--- config.mk ---
export PLATFORM = sky130hd
export DESIGN_NAME = miex_front
export DESIGN_NICKNAME = d
export VERILOG_FILES = /design/src/hw/rtl/miex_pkg.sv /design/src/hw/rtl/miex_front.sv
export SDC_FILE = /design/constraint.sdc
export NUM_CORES = 1
export LEC_CHECK = 0
export BUFFER_PORTS_ARGS = -buffer_cell sky130_fd_sc_hd__buf_2
export CAP_MARGIN = 25
export CORE_AREA = 8 8 85 87
export DETAILED_ROUTE_END_ITERATION = 10
export DIE_AREA = 0 0 93 95
export GPL_ROUTABILITY_DRIVEN = 0
export PLACE_DENSITY = 0.8
export REMOVE_ABC_BUFFERS = 1
export SLEW_MARGIN = 20
export SYNTH_ARGS = -nofsm -noshare
export SYNTH_HDL_FRONTEND = slang
export SYNTH_SLANG_ARGS = --single-unit
--- constraint.sdc ---
create_clock -name clock -period 3.9 [get_ports clock]
set_clock_uncertainty 0.15 [all_clocks]
set_input_delay 0.39 -clock clock [delete_from_list [all_inputs] [get_ports clock]]
set_output_delay 0.39 -clock clock [all_outputs]
set_load 0.02 [all_outputs]
--- src/hw/rtl/miex_pkg.sv ---
// ----------------------------------------------------------------------------
// miex_pkg: shared types and constants
// Opcodes, beat payload structs and the front-to-back queue entry.
// ----------------------------------------------------------------------------
package miex_pkg;

   localparam int MemBytes  = 1024;
   localparam int MemAw     = $clog2(MemBytes);
   localparam int MemWords  = MemBytes / 4;
   localparam int WordAw    = MemAw - 2;
   localparam int NumRegs   = 32;

   localparam logic [5:0] OP_BEQ   = 6'h04;
   localparam logic [5:0] OP_BNE   = 6'h05;
   localparam logic [5:0] OP_ADDI  = 6'h08;
   localparam logic [5:0] OP_ADDIU = 6'h09;
   localparam logic [5:0] OP_SLTI  = 6'h0A;
   localparam logic [5:0] OP_ANDI  = 6'h0C;
   localparam logic [5:0] OP_ORI   = 6'h0D;
   localparam logic [5:0] OP_NORI  = 6'h0E;
   localparam logic [5:0] OP_LUI   = 6'h0F;
   localparam logic [5:0] OP_LB    = 6'h20;
   localparam logic [5:0] OP_LH    = 6'h21;
   localparam logic [5:0] OP_LW    = 6'h23;
   localparam logic [5:0] OP_LBU   = 6'h24;
   localparam logic [5:0] OP_LHU   = 6'h25;
   localparam logic [5:0] OP_SB    = 6'h28;
   localparam logic [5:0] OP_SH    = 6'h29;
   localparam logic [5:0] OP_SW    = 6'h2B;

   typedef enum logic [2:0] {
      CLS_NONE, CLS_ALU, CLS_BRANCH, CLS_LOAD, CLS_STORE
   } class_type;

   typedef struct packed {
      logic [5:0]         func;
      logic [4:0]         src_reg;
      logic [4:0]         tgt_reg;
      logic signed [15:0] immediate;
   } req_type;

   typedef struct packed {
      logic [31:0] next_pc;
      logic        zero_write_flag;
      logic        overflow_flag;
      logic        address_error;
      logic        misaligned_error;
   } rsp_type;

   typedef struct packed {
      req_type    req;
      class_type  cls;
      logic [2:0] size;
      logic       ld_signed;
   } entry_type;

endpackage

--- src/hw/rtl/miex_front.sv ---
// ----------------------------------------------------------------------------
// miex_front: instruction classifier
// Decodes the opcode and pushes classified beats into a two-entry queue.
// ----------------------------------------------------------------------------
module miex_front (
   input  logic                clock,
   input  logic                reset,
   input  logic                req_valid,
   output logic                req_ready,
   input  miex_pkg::req_type   req_data,
   output logic                q_valid,
   input  logic                q_ready,
   output miex_pkg::entry_type q_data
);
   import miex_pkg::*;

   entry_type  ent_in;
   entry_type  slot_ff [2];
   logic       rd_ptr_ff, rd_ptr_in, wr_ptr_ff, wr_ptr_in;
   logic [1:0] cnt_ff, cnt_in;
   logic       push, pop;

   always_comb begin
      ent_in           = '0;
      ent_in.req       = req_data;
      ent_in.cls       = CLS_NONE;
      case (req_data.func)
         OP_ADDI, OP_ADDIU, OP_SLTI, OP_ANDI, OP_ORI, OP_NORI, OP_LUI:
            ent_in.cls = CLS_ALU;
         OP_BEQ, OP_BNE: ent_in.cls = CLS_BRANCH;
         OP_LB:  begin ent_in.cls = CLS_LOAD; ent_in.size = 3'd1; ent_in.ld_signed = 1'b1; end
         OP_LBU: begin ent_in.cls = CLS_LOAD; ent_in.size = 3'd1; end
         OP_LH:  begin ent_in.cls = CLS_LOAD; ent_in.size = 3'd2; ent_in.ld_signed = 1'b1; end
         OP_LHU: begin ent_in.cls = CLS_LOAD; ent_in.size = 3'd2; end
         OP_LW:  begin ent_in.cls = CLS_LOAD; ent_in.size = 3'd4; end
         OP_SB:  begin ent_in.cls = CLS_STORE; ent_in.size = 3'd1; end
         OP_SH:  begin ent_in.cls = CLS_STORE; ent_in.size = 3'd2; end
         OP_SW:  begin ent_in.cls = CLS_STORE; ent_in.size = 3'd4; end
         default: ent_in.cls = CLS_NONE;
      endcase
   end

   assign req_ready = (cnt_ff != 2'd2);
   assign q_valid   = (cnt_ff != 2'd0);
   assign q_data    = slot_ff[rd_ptr_ff];
   assign push      = req_valid && req_ready;
   assign pop       = q_valid && q_ready;
   assign rd_ptr_in = rd_ptr_ff ^ pop;
   assign wr_ptr_in = wr_ptr_ff ^ push;
   assign cnt_in    = cnt_ff + {1'b0, push} - {1'b0, pop};

   always_ff @(posedge clock) begin
      if (reset) begin
         rd_ptr_ff <= 1'b0;
         wr_ptr_ff <= 1'b0;
         cnt_ff    <= 2'd0;
      end else begin
         rd_ptr_ff <= rd_ptr_in;
         wr_ptr_ff <= wr_ptr_in;
         cnt_ff    <= cnt_in;
      end
   end

   always_ff @(posedge clock) begin
      if (push) begin
         slot_ff[wr_ptr_ff] <= ent_in;
      end
   end

endmodule

### After elaboration in Yosys (flattened, before gate mapping)

Memories as Yosys holds them, arrays and structs flattened. A register that Yosys moved wholly into a read port is not among the register bits.
Cells that the tools add are included.

* flip-flop bits (word level): 4
* latch bits: 0
* RAM bits: 78
* memory bits (read-only): 0
* input port bits: 36
* output and inout bits: 41
* logic and storage cells: 43
* memories kept: 1

* add/sub/neg operators: 2
* $mul: 0
* divide/modulo/power cells: 0
* order comparisons: 0
* equal/unequal tests: 18
* shift-type cells: 0
* mux-type cells: 6
* bitwise gates (word level): 2
* reductions and logical operators: 11

Memories
* slot_ff: words 2, bits a word 39, read ports 1, clocked after Yosys merged registers in 1, wr ports 1, line miex_front.sv:18 `entry_type slot_ff [2];`

Operators by type and width (number)
* == test 6 bit (second input constant): 8
* == test 6 x 4 -> 1 bit (second input constant): 7
* == test 6 x 3 -> 1 bit (second input constant): 2
* case mux 3 bit (4 select lines): 1
* case mux 3 bit (3 select lines): 1
* OR reduction 3 bit: 3
* OR reduction 7 bit: 1
* OR reduction 2 bit: 3
* OR reduction 5 bit: 1
* two-way mux 1 bit: 4
* adder 2 x 1 -> 2 bit: 1
* logical AND 1 bit: 2
* inequality test 2 bit (second input constant): 1
* nonzero test 2 bit: 1
* subtractor 2 x 1 -> 2 bit: 1
* bitwise XOR 1 bit: 2

### Longest topological paths before layout

Gate-level depths: netlist of the first run.

* word-level depth: 4
* mapped depth: 8
* mapped depth without buffers: 8

### Worst setup path before layout of the first run

No wires, ideal clock.

* path kind: reg-to-reg
* from: register cnt_ff[0]
* to: memory slot_ff[1][0] (netlist name) (enable)
* setup time: 400 ps
* arrival time: 1751 ps
* required time: 3350 ps
* setup slack: 1599 ps
* stages on the path, launching flop included: 5
* buffers on the path: 0
* period minus slack after synthesis: 2301 ps
* cells stage by stage: dfxtp_1 -> nand2b_1 -> nand2_1 -> inv_1 -> ha_1

* longest elaborated chain between the ends: 4

RTL lines
* from (decl): line miex_front.sv:20 `logic [1:0] cnt_ff, cnt_in;`
* from (signal assigned): line miex_front.sv:60 `cnt_ff <= cnt_in;`
* inequality test 2 bit: line miex_front.sv:43 `assign req_ready = (cnt_ff != 2'd2);`
* net req_ready: line miex_front.sv:9 `output logic req_ready,`
* logical AND 1 bit: line miex_front.sv:46 `assign push = req_valid && req_ready;`
* two-way mux 1 bit: line miex_front.sv:65 `if (push) begin`
* two-way mux 1 bit (not written as such): line miex_front.sv:66 `slot_ff[wr_ptr_ff] <= ent_in;`
* to (decl): line miex_front.sv:18

The timed path passes the listed nets, and every way through them passes these cells.

==> impl_metrics.ini, run 1 <==
[synthesis]
synth.top_cell.area_share = 0.751
synth_top_area_cell = edfxtp_1
synth-seq-cells = 82
yosysUniqueCellTypes = 25
synth_seq_area_share = 0.777
syn_inst = 158
yosys-top-cells-area = edfxtp_1 75%, mux2_1 14%, dfxtp_1 2.6%
yosysWarnings = 0
synth.avg_cell_area_um2 = 19.7
synth_area_mm2 = 0.00312

[floorplan]
start_util = 0.536
coreArea_mm2 = 0.00582
die_h_um = 95
rows = 28
ioPinCount = 77
die_w_um = 93
dieArea_mm2 = 0.00884

[clock_network]
cts_sinks = 82
cts_resized = 0
cts_tree = done
root_buffer = clkbuf_8
cts_buffers = 9
worstSkewPairLatency_ns = 0.33
path_clk_slew_ns = 0.08
cts_setup_buffers = 0
cts_buffer_depth = 2
ctsHoldBuffers = 0
h-tree-depth = 3

[placed_design]
dpl.hpwl_um = 3550
dp.cells = 305
port_buffers = 76

[cells_and_area]
diodes = 0
drive_above_1_share = 0.390
final_cells = 321
areaGrowthSynthToFinish_pct = 19.9
nets = 281

[critical_path]
start_kind = register
critPathMaxFanout = 40
end_kind = output pin
required_ns = 3.36
arrival_ns = 1.92
path_class = register to output pin

[sta]
setup_viol = 0
tightest_slew_ns = 1.02
min_period_ns = 2.46
final.setup.tns_ns = 0
fmax_mhz = 406
finalCritPeriodShare = 0.632
hold_viol = 0
slew_violations = 0
rsz0062_at_grt = no
relSlewSlack = 0.322

[global_route]
grt_pass1_vias = 1648
globalRoute.totalOverflow = 0
grt_pass1_wl_um = 8250
grtUsageTotal = 0.124
grt_max_degree = 41
antenna_found_initial = 0

[hold_path]
hp-class = primary input to register

[route]
wl_per_cell_um = 16.7
route.vias.total = 1594
drt_first_iter_violations = 45
via_per_inst = 4.97
ant_nets = 0
wl_um = 5370
dr.pass1.iters = 4
drc_errors = 0

[power]
total_power_mw = 2.46
p_leak_nw = 1.42
power_density_mw_per_mm2 = 656
peakVddDrop_v = 0.000447

[run]
drv_cap = 0

[run_status]
status = complete, no violations
[path summary, 6_finish.rpt]
| check | to | start | slack, ns | cells past startpoint |
|---|---|---|---|---|
| setup / recovery | q_data[17] | rd_ptr_ff | 1.44 | 2 |
| hold / removal | slot_ff[1][8] | req_data[1] | 0.09 | 1 |
| setup reg to reg | slot_ff[1][30] | cnt_ff[0] | 1.88 | 4 |
| hold reg to reg | cnt_ff[1] | cnt_ff[1] | 0.38 | 2 |
[logic make-up (layout without fill, tap and decap cells)]
kind of cell    after synthesis  count (layout)  synth area share
flops                        82              82             0.777
simple gates                 14              14            0.0269
buf+inv                      10              98            0.0136
compound gates                7               7            0.0205
mux                          39              39             0.141
fa+ha+maj                     4               4            0.0160
xor+xnor                      2               2           0.00562
[area by class of cell]
cell class / count / area, µm²
Timing Repair Buffer: 76 / 380
Inverter: 6 / 22.5
Sequential cell: 82 / 2420
Multi-Input combinational cell: 66 / 659
Clock inverter: 6 / 33.8
Clock buffer: 10 / 128
Fill cell: 441 / 2070
Tap cell: 75 / 93.8
[power by group]
group	internal [mW]	total [mW]	leakage (nW)	switching, mW
logic	0.269	0.698	0.571	0.429
clock network	0.226	0.506	0.0795	0.280
registers	1.15	1.25	0.767	0.101
total	1.65	2.46	1.42	0.810
[per-layer routing]
| layer | global-route usage | routed length (µm) | vias up | part of all wire |
|---|---|---|---|---|
| met1 | 0.145 | 2350 | 751 | 0.44 |
| li1 | - | - | 785 | - |
| met4 | 0.0765 | 104 | 0 | 0.019 |
| met3 | 0.0333 | 341 | 7 | 0.063 |
| met5 | 0 | 0 | - | 0 |
| met2 | 0.200 | 2570 | 51 | 0.48 |
[through the flow]
stage	setup WS (ns)	cell area (µm²)	hold slack [ns]	util
CTS	1.40	3740	0.0722	0.643
finish	1.44	3740	0.0904	0.643
floorplan	1.60	3100	0.307	-
global placement	1.79	3580	0.364	0.616
global route	1.33	3740	0.0710	0.643
detailed placement	1.79	3580	0.375	0.616
[layout by cell type (no fill, tap or decap)]
cell and n:
nor4b_2 1, o2111a_1 1, nand2b_1 1, nor3_1 1
nor4_1 1, mux2_1 39, clkbuf_1 1, clkinv_1 1
dfxtp_1 3, clkbuf_8 9, xor2_1 1, nor2_1 4
ha_1 2, and2_1 1, xnor2_1 1, a41o_1 1
clkinv_2 3, or2_1 1, edfxtp_1 78, nand2_1 1
inv_2 1, nor2b_1 1, a2111oi_1 3, inv_1 5
o21a_1 1, nand3b_1 1, ha_2 2, nand2_2 1
clkinvlp_4 2, buf_2 76, dfxtp_2 1, o21ai_1 1
[critical path, stage by stage (launching register included)]
cell and delay [ns]:
dfxtp_2 1.01, mux2_1 0.41, buf_2 0.17
[synthesized netlist by cell type]
master and count:
xor2_1 1, dfxtp_1 4, o21a_1 1, o2111a_1 1, nor4b_2 1, nor2b_1 1
nand2b_1 1, nand2_1 1, mux2_1 39, a2111oi_1 3, a41o_1 1, buf_2 4
nor4_1 1, inv_2 1, o21ai_1 1, inv_1 5, or2_1 1, nand2_2 1
xnor2_1 1, ha_1 4, and2_1 1, edfxtp_1 78, nand3b_1 1, nor2_1 4
nor3_1 1
[registers in the layout, summed over array words and instances (netlist names)]
name,flops
wr_ptr_ff,1
cnt_ff,2
slot_ff,78
rd_ptr_ff,1
No activity file was read; power rests on OpenSTA's default activity.
==> inputs of run 2 (changes only) <==
--- a/config.mk
+++ b/config.mk
@@ -7,11 +7,11 @@
 export LEC_CHECK = 0
 export BUFFER_PORTS_ARGS = -buffer_cell sky130_fd_sc_hd__buf_2
 export CAP_MARGIN = 25
-export CORE_AREA = 8 8 85 87
+export CORE_AREA = 8 8 87 89
 export DETAILED_ROUTE_END_ITERATION = 10
-export DIE_AREA = 0 0 93 95
+export DIE_AREA = 0 0 95 97
 export GPL_ROUTABILITY_DRIVEN = 0
-export PLACE_DENSITY = 0.8
+export PLACE_DENSITY = 0.76
 export REMOVE_ABC_BUFFERS = 1
 export SLEW_MARGIN = 20
 export SYNTH_ARGS = -nofsm -noshare
==> constraint.sdc (replaced) <==
create_clock -name clock -period 2.3 [get_ports clock]
set_clock_uncertainty 0.15 [all_clocks]
set_input_delay 0.23 -clock clock [delete_from_list [all_inputs] [get_ports clock]]
set_output_delay 0.23 -clock clock [all_outputs]
set_load 0.02 [all_outputs]
==> impl_metrics.ini, run 2 (synthesis results as in run 1) <==
[power]
p_clk_frac = 0.261
peakVddDrop_v = 0.000645
p_switching_mw = 1.40
switching_share = 0.304
power_frac_comb = 0.304
p_int_mw = 3.21
total_power_mw = 4.61
p_leak_nw = 1.61
p_seq_frac = 0.436
power_density_mw_per_mm2 = 1100

[cells_and_area]
regMostFlops = slot_ff
final_cell_mix = 78 x edfxtp_1, 76 x buf_2, 39 x mux2_1, 31 x dlygate4sd3_1, 9 x clkbuf_8
drive_above_1_share = 0.359
areaGrowthSynthToFinish_pct = 34.3
diodes = 0
final_area_mm2 = 0.00419
post-route-util = 0.675
mostFrequentLayoutCell = edfxtp_1
top_regs = slot_ff (78), cnt_ff (2)
largest_register_ffs = 78
nets = 316

[floorplan]
dieArea_mm2 = 0.00922
ioPinCount = 77
rows = 29
coreArea_mm2 = 0.00620
die_w_um = 95
die_h_um = 97
start_util = 0.503

[sta]
relSlewSlack = 0.649
tightest_slew_ns = 0.525
rsz0062_at_grt = no
min_period_ns = 1.90
hold_viol = 0
final.setup.tns_ns = 0
slew_violations = 0
finalCritPeriodShare = 0.825
setup_slack_ns = 0.403
setup_viol = 0
fmax_mhz = 527

[clock_network]
cts_sinks = 82
cts_resized = 0
cts_setup_buffers = 0
root_buffer = clkbuf_8
h-tree-depth = 3
ctsHoldBuffers = 31
cts_buffers = 9
cts_buffer_depth = 2
cts_tree = done
path_clk_slew_ns = 0.08
worstSkewPairLatency_ns = 0.34

[hold_path]
hp-class = primary input to register
whs_path_depth = 1

[critical_path]
path_class = register to output pin
start_kind = register
rr_worst_depth = 5
crit_path_top_delay_cell = mux2_1
path_depth = 3
required_ns = 1.92
end_kind = output pin
path_buf_inv = 2
max_stage_delay_ns = 0.38
cp_top_family = buffers and inverters
arrival_ns = 1.52
critPathMaxFanout = 23
crit_path_cell_trace = buf_4, mux2_1, buf_2

[global_route]
grt_max_degree = 28
antenna_found_initial = 0
grt_pass1_vias = 1814
globalRoute.totalOverflow = 0
grtUsageTotal = 0.131
grt_pass1_wl_um = 9120

[route]
wl_um = 5710
dr.pass1.iters = 4
route.vias.total = 1737
via_per_inst = 4.85
drt_first_iter_violations = 51
wl_per_cell_um = 16.0
ant_nets = 0
drc_errors = 0

[run]
drv_cap = 0

[placed_design]
pre_cts_ws_ns = 0.522
dpl.hpwl_um = 3730
port_buffers = 76
post_dp_cell_area_mm2 = 0.00364

[run_status]
status = complete, no violations
[run 2: changes by cell type in the layout (fill, tap and decap cells not counted), sizes merged]
cell / change
dlygate4sd3: +31
bufinv: +3
inv: +1
clkinv: -4
buf: +4
[run 2: power by group through the flow]
stage          Clock (mW)  Combinational (mW)  Sequential [mW]
2_1_floorplan           0               0.814             2.10
3_3_place_gp            0                1.38             2.03
3_5_place_dp            0                1.38             2.04
4_1_cts              1.24                1.43             2.01
5_1_grt              1.30                1.53             2.03
6_report             1.20                1.40             2.01
[run 2: metrics by stage]
stage	instances	hold WS [ns]
final	358	0.0547
after global routing	358	0.0434
after CTS	358	0.0210
after detailed placement	311	0.271
after global placement	311	0.269
after floorplan	154	0.147
[run 2: metal layers]
metal  wire length, µm  global-route usage  vias up
met4               116              0.0709        0
met5                 0                   0        -
met2              2710               0.202       64
li1                  -                   -      856
met3               377              0.0355       10
met1              2510               0.162      807
[run 2: layout make-up]
cell class / instances / area [µm²]
clock buffers: 10 / 128
clock inverters: 6 / 114
well taps: 77 / 96.3
multi-input cells: 66 / 659
repair buffers: 111 / 746
fillers: 416 / 2020
inverters: 6 / 22.5
flip-flops and latches: 82 / 2420
[run 2: worst register-to-register path: stages, from the launching register on]
cell and delay (ns):
dfxtp_1 0.37, nand2b_1 0.14, nand2_1 0.09, inv_1 0.08
ha_2 0.40, buf_12 0.24
[run 2: worst paths after layout]
check | from | to | slack, ns
setup / recovery | rd_ptr_ff | q_data[14] | 0.40
setup reg to reg | cnt_ff[0] | slot_ff[1][9] | 0.52
hold / removal | req_data[28] | slot_ff[1][35] | 0.05
hold reg to reg | cnt_ff[1] | cnt_ff[1] | 0.40
